`src/rtl/gcm_pkg.sv`:
```
`timescale 1ns / 1ps
// Shared types and constants of the grid cell maximum block.
// No dependencies; every other file but the checker uses this package.
package gcm_pkg;

  // Fixed field widths
  localparam int POS_W      = 10;
  localparam int ROW_W      = 11;
  localparam int GRID_W     = 7;
  localparam int SUM_W      = 22;
  localparam int CNT_W      = 13;
  localparam int CELL_DEPTH = 1024;
  localparam int CELL_AW    = 10;
  localparam int OX_W       = 7;

  // Shared divider: dividend, divisor and step counter widths
  localparam int DIV_NW  = 24;
  localparam int DIV_DW  = 14;
  localparam int DIV_CW  = 5;

  // Configuration port
  localparam int CFG_IDX_W  = 3;
  localparam int CFG_DATA_W = 11;

  typedef enum logic [CFG_IDX_W-1:0] {
    REG_GRID_SIZE     = 3'd0,
    REG_REGION_LEFT   = 3'd1,
    REG_REGION_RIGHT  = 3'd2,
    REG_REGION_TOP    = 3'd3,
    REG_REGION_BOTTOM = 3'd4,
    REG_IMAGE_ROWS    = 3'd5
  } cfg_reg_t;

  localparam logic [GRID_W-1:0] GRID_RESET   = 7'd8;
  localparam logic [POS_W-1:0]  LEFT_RESET   = 10'd0;
  localparam logic [POS_W-1:0]  RIGHT_RESET  = 10'd1023;
  localparam logic [POS_W-1:0]  TOP_RESET    = 10'd0;
  localparam logic [POS_W-1:0]  BOTTOM_RESET = 10'd1023;
  localparam logic [ROW_W-1:0]  ROWS_RESET   = 11'd1024;

  // Divider operand selection
  typedef enum logic [1:0] {
    DIV_COL  = 2'd0,
    DIV_ROW  = 2'd1,
    DIV_MCOL = 2'd2,
    DIV_MROW = 2'd3
  } div_sel_t;

  typedef enum logic [3:0] {
    ST_IDLE,
    ST_RANGE,
    ST_DIV_COL,
    ST_DIV_ROW,
    ST_CHECK,
    ST_UPDATE,
    ST_EMIT,
    ST_DIV_MCOL,
    ST_DIV_MROW,
    ST_OUT
  } state_t;

  typedef struct packed {
    logic     load;
    logic     div_start;
    div_sel_t start_sel;
    logic     cap_col;
    logic     cap_row;
    logic     cap_mcol;
    logic     cap_mrow;
    logic     mem_rd;
    logic     mem_wr;
    logic     out_load;
  } cmd_t;

  typedef struct packed {
    logic in_region;
    logic cell_full;
    logic emit;
    logic div_done;
    logic out_free;
  } stat_t;

endpackage

```
`src/rtl/gcm_ctrl.sv`:
```
`timescale 1ns / 1ps
// Controller: sequences one pixel through range check, index division,
// cell update and result division. Depends on gcm_pkg.
module gcm_ctrl (
  input  logic            clk,
  input  logic            rst,
  input  logic            s_tvalid,
  output logic            s_tready,
  input  gcm_pkg::stat_t  stat,
  output gcm_pkg::cmd_t   cmd
);
  import gcm_pkg::*;

  state_t state, state_next;

  always_ff @(posedge clk) begin
    if (rst) state <= ST_IDLE;
    else     state <= state_next;
  end

  // Next state
  always_comb begin
    state_next = state;
    case (state)
      ST_IDLE:     if (s_tvalid) state_next = ST_RANGE;
      ST_RANGE:    state_next = stat.in_region ? ST_DIV_COL : ST_IDLE;
      ST_DIV_COL:  if (stat.div_done) state_next = ST_DIV_ROW;
      ST_DIV_ROW:  if (stat.div_done) state_next = ST_CHECK;
      ST_CHECK:    state_next = stat.cell_full ? ST_UPDATE : ST_IDLE;
      ST_UPDATE:   state_next = stat.emit ? ST_EMIT : ST_IDLE;
      ST_EMIT:     state_next = ST_DIV_MCOL;
      ST_DIV_MCOL: if (stat.div_done) state_next = ST_DIV_MROW;
      ST_DIV_MROW: if (stat.div_done) state_next = ST_OUT;
      ST_OUT:      if (stat.out_free) state_next = ST_IDLE;
      default:     state_next = ST_IDLE;
    endcase
  end

  // Outputs
  always_comb begin
    cmd = '0;
    cmd.start_sel = DIV_COL;
    s_tready = (state == ST_IDLE);
    case (state)
      ST_IDLE:  cmd.load = s_tvalid;
      ST_RANGE: cmd.div_start = stat.in_region;
      ST_DIV_COL: begin
        cmd.cap_col   = stat.div_done;
        cmd.div_start = stat.div_done;
        cmd.start_sel = DIV_ROW;
      end
      ST_DIV_ROW: cmd.cap_row = stat.div_done;
      ST_CHECK:   cmd.mem_rd = stat.cell_full;
      ST_UPDATE:  cmd.mem_wr = 1'b1;
      ST_EMIT: begin
        cmd.div_start = 1'b1;
        cmd.start_sel = DIV_MCOL;
      end
      ST_DIV_MCOL: begin
        cmd.cap_mcol  = stat.div_done;
        cmd.div_start = stat.div_done;
        cmd.start_sel = DIV_MROW;
      end
      ST_DIV_MROW: cmd.cap_mrow = stat.div_done;
      ST_OUT:      cmd.out_load = stat.out_free;
      default: ;
    endcase
  end

endmodule

```
`config.mk`:
```
export PLATFORM = sky130hd
export DESIGN_NAME = gcm_ctrl
export DESIGN_NICKNAME = d
export VERILOG_FILES = /design/src/rtl/gcm_pkg.sv /design/src/rtl/gcm_ctrl.sv
export SDC_FILE = /design/constraint.sdc
export NUM_CORES = 1
export LEC_CHECK = 0
export BUFFER_PORTS_ARGS = -buffer_cell sky130_fd_sc_hd__buf_4
export CORE_AREA = 2 2 39 41
export CTS_BUF_LIST = sky130_fd_sc_hd__clkbuf_16
export DETAILED_ROUTE_END_ITERATION = 6
export DIE_AREA = 0 0 41 43
export SYNTH_ARGS = -nofsm -noshare
export SYNTH_HDL_FRONTEND = slang
export SYNTH_SLANG_ARGS = --single-unit
```
`constraint.sdc`:
```
create_clock -name clk -period 2.1 [get_ports clk]
set_input_delay 0.42 -clock clk [delete_from_list [all_inputs] [get_ports clk]]
set_output_delay 0.42 -clock clk [all_outputs]
set_load 0.01 [all_outputs]
```
**Word level (Yosys, flattened, before mapping)**

Cells that the tools add are included.

- Bits in registers: 4
- Input bits: 8
- Output and inout port bits: 12
- Word-level logic and storage cells: 39

- Eq/ne operators: 15
- Muxes and demuxes: 20
- Reductions and logical operators: 3

Operator list:

| operator | number |
|---|---|
| $pmux 4 s10 | 1 |
| $mux 4 | 6 |
| $eq 4x3->1 const B | 4 |
| $ne 2x2->1 const B | 6 |
| $eq 4x2->1 const B | 2 |
| $eq 4x4->1 const B | 2 |
| $mux 1 | 8 |
| $mux 3 | 2 |
| $pmux 2 s3 | 1 |
| $reduce_and 6->1 | 1 |
| $eq 4x1->1 const B | 1 |
| $logic_not 4->1 | 1 |
| $pmux 1 s3 | 1 |
| $mux 2 | 1 |
| $reduce_or 2->1 | 1 |

**Longest topological paths before layout**

Gate-level depths: netlist of the first run.

- Depth after elaboration: 3
- Gate-level depth with buffers: 5
- Gate-level depth less buffers: 4

**Worst setup path before layout of the first run**

OpenSTA, ideal clock, no wires.

- Path kind: register to output
- Start: register state[0]
- End: output cmd[10] in the netlist's numbering
- Data arrival time: 1.317 ns
- Required time: 1.680 ns
- Path slack: 0.363 ns
- Cell stages (with the launch flop): 5
- Path buffers: 2
- Cells stage by stage: dfxtp_1 > clkbuf_1 > clkbuf_1 > nor4_1 > and2_1

RTL lines:

| what | RTL line | text |
|---|---|---|
| start: declaration | gcm_ctrl.sv:14 | `state_t state, state_next;` |
| start signal: assignment | gcm_ctrl.sv:18 | `else state <= state_next;` |
| end: declaration | gcm_ctrl.sv:10 | `output gcm_pkg::cmd_t cmd` |

==> impl_metrics.csv, run 1 <==
group,metric,value,unit
run_status,status,"finished clean",
floorplanning,pin_count,20,
synthesis,ys_seq_elements,4,
synthesis,ys_async_sr_fraction,0,%
clock_tree,post_cts_buffers,0,
critical_path,critical_path.cell_chain,"or3b_4 > nor3b_1 > buf_4",
clock_tree,clk_pin_slew_worst_paths,0.03,ns
synthesis,synth-main-ff-cell,"dfxtp_1",
synthesis,synth_most_common_cell,"nor2_1",
job,drv_cap,0,
synthesis,yosysTopAreaCellShare,18.2,%
critical_path,crit_slowest_cell,"or3b_4",
floorplanning,chipWidth,41,um
cells_and_area,fin_util,48.8,%
cells_and_area,largestRegisters,"state: 4 flops",
critical_path,crit_path_end_kind,"output pin",
cells_and_area,largest_register_ffs,4,
floorplanning,start_util,31.7,%
synthesis,avgSynthCellArea,6.97,um^2
floorplanning,fp-row-count,14,
placed_design,dpl.hpwl,816,um
synthesis,ys_warn_count,0,
cells_and_area,top_register,"state",
cells_and_area,final_layout_size_suffix_gt1_share,31.7,%
critical_path,required,1.68,ns
cells_and_area,layout.nets,92,
clock_tree,clk_latency,0.22,ns
cells_and_area,antenna_cells,0,
cells_and_area,syn_to_final_growth,53.8,%
timing,skew,0.000420,ns
synthesis,synthesis.nets,71,
min_path,hp-class,"in2reg",
grt,grt_overflow,0,
route,vias,501,
cells_and_area,finalNonFillerCells,98,
timing,slew_headroom,70.1,%
pwr,power_density,833,nW/um^2
route,drt_iter0_markers,13,
floorplanning,die_h,43,um
clock_tree,clkSinkCount,4,
synthesis,ys_seq_area_share,18.2,%
critical_path,slowest_delay,0.48,ns
route,first_pass_iters,4,
critical_path,crit_arrival,1.48,ns
synthesis,synth_area,439,um^2
placed_design,dp.cells,95,
grt,grt_pass1_wl,1880,um
timing,grt_setup_unrepaired,"no",
critical_path,critPathMaxFanout,14,
timing,tightest_slew,0.448,ns
clock_tree,postCtsResizedCells,0,
timing,period_needed,1.90,ns
critical_path,crit_type,"reg2out",
synthesis,synth_top_area_cell,"dfxtp_1",
floorplanning,core,1380,um^2
timing,setup_viol,0,
timing,hold_violations,0,
timing,fin_crit_sh,90.7,%
timing,clock.fmax,525,MHz
timing,tns,0,ns
pwr,cellLeakagePower,0.302,nW
grt,grt_max_degree,18,
clock_tree,cts_buffers,3,
route,drc,0,
route,wl,1170,um
timing,slew_viol_final,0,
grt,antenna_found_initial,0,
placed_design,globalplace.congestion,0.797,
clock_tree,cts_buffer_depth,2,
placed_design,dpl-instance-area,601,um^2
synthesis,synth_edf_count,0,
grt,grt_use_total,15.7,%
critical_path,critical_path.startpoint_type,"flop",
placed_design,numPortBuffers,19,
grt,grt_pass1_vias,451,
synthesis,synth_cell_types,28,
clock_tree,cts_hold_buf,0,
synthesis,synthCells,63,
synthesis,ys_top_cells_by_count,"nor2_1 (10), nand2b_1 (6), clkbuf_1 (5)",
route,viasPerCell,5.11,
clock_tree,cts_tree,"done",
clock_tree,h-tree-depth,1,
route,wire_per_inst,11.9,um
synthesis,ys_top_cells_by_area,"dfxtp_1 (18%), nand2b_1 (8.5%), nor2_1 (8.5%)",
floorplanning,die_area,1760,um^2
route,antenna_left,0,
clock_tree,cts-root-buf,"clkbuf_16",
pwr,ir_drop,0.000401,V
cells_and_area,finalInstanceArea,676,um^2
critical path: cells and delay by family (launching register included):
family,cells,cell delay (ns)
buf+inv,1,0.15
simple gates,2,0.68
flops,1,0.43
kinds of logic after synthesis:
kind of cell    share of synthesized area (%)
compound gates                           16.0
flops                                    18.2
simple gates                             48.4
xor+xnor                                 1.99
mux                                      6.84
buf+inv                                  6.27
fa+ha+maj                                2.28
placed cells by master, fill, tap and decap left out, types with 3 or more instances in the layout:
| master | instances |
|---|---|
| clkbuf_16 | 3 |
| dfxtp_1 | 4 |
| nor3_1 | 3 |
| nor2_1 | 10 |
| o22ai_1 | 3 |
| nand2b_1 | 6 |
| buf_4 | 22 |
| nand2_1 | 3 |
| nor2b_1 | 3 |
| mux2i_1 | 3 |
final cells by class:
cell class | count | area (um^2)
tap | 16 | 20.0
inverter | 1 | 3.75
fill | 142 | 708
sequential | 4 | 80.1
clock buffer | 3 | 75.1
multi-input combinational | 52 | 332
timing repair buffer | 22 | 165
metrics by stage:
step | total power, mW | setup slack, ns | hold WS (ns)
floorplan | 0.209 | 0.363 | 0.590
global placement | 0.272 | 0.400 | 0.647
detailed placement | 0.271 | 0.410 | 0.649
CTS | 0.568 | 0.203 | 0.498
global route | 0.594 | 0.104 | 0.520
finish | 0.563 | 0.196 | 0.499
per-layer routing:
| layer | vias up | wire length, um | global-route usage, % |
|---|---|---|---|
| li1 | 263 | - | - |
| met2 | 16 | 543 | 22.8 |
| met5 | - | 0 | 0 |
| met1 | 222 | 575 | 20.9 |
| met3 | 0 | 51 | 4.71 |
| met4 | 0 | 0 | 6.00 |
report_power, final:
group	total, mW	switching, mW	internal [mW]
Sequential	0.0966	0.0116	0.0850
Combinational	0.173	0.0916	0.0818
Clock	0.293	0.0499	0.243
path summary, 6_finish.rpt:
path	start	endpoint	slack, ns	cells past startpoint
worst min-delay path	rst	state[0]$_SDFFE_PP0P_	0.50	3
worst min register to register	state[3]$_SDFFE_PP0P_	state[3]$_SDFFE_PP0P_	0.65	3
worst max register to register	state[1]$_SDFFE_PP0P_	state[1]$_SDFFE_PP0P_	0.38	4
worst max-delay path	state[1]$_SDFFE_PP0P_	cmd[3]	0.20	3
No activity file was read; power rests on OpenSTA's default activity.
==> inputs of run 2 (changes only) <==
--- a/config.mk
+++ b/config.mk
@@ -11,4 +11,6 @@
 export DETAILED_ROUTE_END_ITERATION = 6
 export DIE_AREA = 0 0 41 43
+export GPL_TIMING_DRIVEN = 0
+export SKIP_CTS_REPAIR_TIMING = 1
 export SYNTH_ARGS = -nofsm -noshare
 export SYNTH_HDL_FRONTEND = slang
==> constraint.sdc (replaced) <==
create_clock -name clk -period 2.1 [get_ports clk]
set_input_delay 0.105 -clock clk [delete_from_list [all_inputs] [get_ports clk]]
set_output_delay 0.105 -clock clk [all_outputs]
set_load 0.01 [all_outputs]
==> run 2 against run 1 <==
Compared with the run above: power is 0.83% lower; final cell count is 2.0% higher; largest power group unchanged; setup slack better by 0.078 ns; sequential power is 7.6% lower; worst hold slack worse by 0.31 ns; via count is 2.0% higher; wire length is 0.17% higher.
==> impl_metrics.csv, run 2 (synthesis gave the netlist of run 1 again) <==
group,metric,value,unit
route,vias,511,
route,drt_iter0_markers,6,
cells_and_area,antenna_cells,0,
floorplanning,start_util,31.7,%
job,drv_cap,0,
clock_tree,clkSinkCount,4,
timing,period_needed,1.83,ns
critical_path,cpMostUsedCell,"clkbuf_1",
pwr,power_density,834,nW/um^2
clock_tree,cts_buffers,3,
grt,grt_pass1_vias,453,
grt,grt_use_met2,25.0,%
cells_and_area,finalNonFillerCells,100,
grt,grt_use_met3,6.28,%
clock_tree,cts_tree,"done",
timing,fin_ws,0.275,ns
clock_tree,cts-root-buf,"clkbuf_16",
min_path,hp-class,"in2reg",
timing,fin_crit_sh,86.9,%
pwr,ir_drop,0.000914,V
critical_path,critical_path.startpoint_type,"flop",
cells_and_area,final_layout_size_suffix_gt1_share,27.4,%
clock_tree,h-tree-depth,1,
timing,whs,0.188,ns
run_status,status,"finished clean",
timing,slew_headroom,72.7,%
critical_path,critical_path_buf_inv_count,3,
placed_design,dpl.hpwl,873,um
critical_path,crit_path_end_kind,"output pin",
grt,grt_use_total,15.3,%
route,wire_per_inst,11.7,um
route,viasPerCell,5.11,
floorplanning,die_area,1760,um^2
cells_and_area,layout_common_cells,"buf_4 (18), nor2_1 (10), nand2b_1 (6)",
placed_design,place_ws,0.483,ns
timing,hold_violations,0,
grt,grt_pass1_wl,1880,um
timing,grt_setup_unrepaired,"no",
clock_tree,clk_pin_slew_worst_paths,0.03,ns
timing,skew,0.00306,ns
floorplanning,fp-row-count,14,
timing,tns,0,ns
critical_path,required,2.00,ns
critical_path,critical_path.cell_chain,"clkbuf_1 > clkbuf_1 > nand3b_1 > nor3b_1 > buf_4",
route,antenna_left,0,
cells_and_area,finalInstanceArea,669,um^2
timing,slew_viol_final,0,
placed_design,globalplace.congestion,0.765,
critical_path,crit_arrival,1.72,ns
critical_path,crit_family,"buffers and inverters",
grt,global_route.usage.met1,19.3,%
floorplanning,chipWidth,41,um
cells_and_area,largestRegisters,"state: 4 flops",
cells_and_area,syn_to_final_growth,52.4,%
clock_tree,cts_buffer_depth,2,
critical_path,slowest_delay,0.39,ns
cells_and_area,layout.nets,94,
floorplanning,core,1380,um^2
route,wl,1170,um
timing,clock.fmax,548,MHz
critical_path,crit_slowest_cell,"clkbuf_1",
floorplanning,pin_count,20,
grt,antenna_found_initial,0,
placed_design,dp.cells,97,
floorplanning,die_h,43,um
route,first_pass_iters,4,
timing,tightest_slew,0.410,ns
placed_design,numPortBuffers,18,
grt,grt_max_degree,11,
cells_and_area,fillers,153,
timing,setup_viol,0,
cells_and_area,top_register,"state",
placed_design,dpl-instance-area,594,um^2
critical_path,crit_type,"reg2out",
pwr,cellLeakagePower,0.293,nW
clock_tree,clk_latency,0.22,ns
critical_path,critPathMaxFanout,10,
cells_and_area,largest_register_ffs,4,
grt,busiest_layer,"met2",
cells_and_area,layout_commonest_cell,"buf_4",
grt,grt_overflow,0,
route,drc,0,
-- run 2: worst paths after layout --
check	start	end	slack [ns]	cells past startpoint
hold / removal	rst	state[0]$_SDFFE_PP0P_	0.19	4
setup / recovery	state[0]$_SDFFE_PP0P_	cmd[5]	0.27	5
setup reg to reg	state[3]$_SDFFE_PP0P_	state[1]$_SDFFE_PP0P_	0.49	4
hold reg to reg	state[1]$_SDFFE_PP0P_	state[1]$_SDFFE_PP0P_	0.76	4
-- run 2: final cells by class --
| class | count | area [um^2] | area share, % |
|---|---|---|---|
| plain buffers | 6 | 23.8 | 3.55 |
| clock buffers | 3 | 75.1 | 11.2 |
| inverters | 1 | 3.75 | 0.561 |
| multi-input cells | 52 | 332 | 49.5 |
| flip-flops and latches | 4 | 80.1 | 12.0 |
| well taps | 16 | 20.0 | 2.99 |
| repair buffers | 18 | 135 | 20.2 |
-- run 2: layer usage --
layer / up-vias / wire length [um]
met2: 14 / 537
met4: 0 / 0
met3: 0 / 82
met5: - / 0
li1: 273 / -
met1: 224 / 553
-- run 2: where the power goes --
part	leakage [nW]	switching, mW	total [mW]	internal (mW)
Clock	0.0370	0.0467	0.289	0.243
Combinational	0.223	0.101	0.180	0.0784
Sequential	0.0326	0.00430	0.0893	0.0850
Total	0.293	0.152	0.558	0.406
-- run 2: stage by stage --
stage,utilization (%),power [mW]
after floorplan,-,0.209
after detailed placement,42.9,0.270
final,48.4,0.558
after global routing,48.4,0.594
after global placement,42.9,0.268
after CTS,48.4,0.566
-- run 2: worst reg2reg max path, cell delays in order (launching register included) --
cell	delay, ns
dfxtp_1	0.37
or3b_4	0.43
o22a_1	0.25
or3b_1	0.36
a21oi_1	0.13
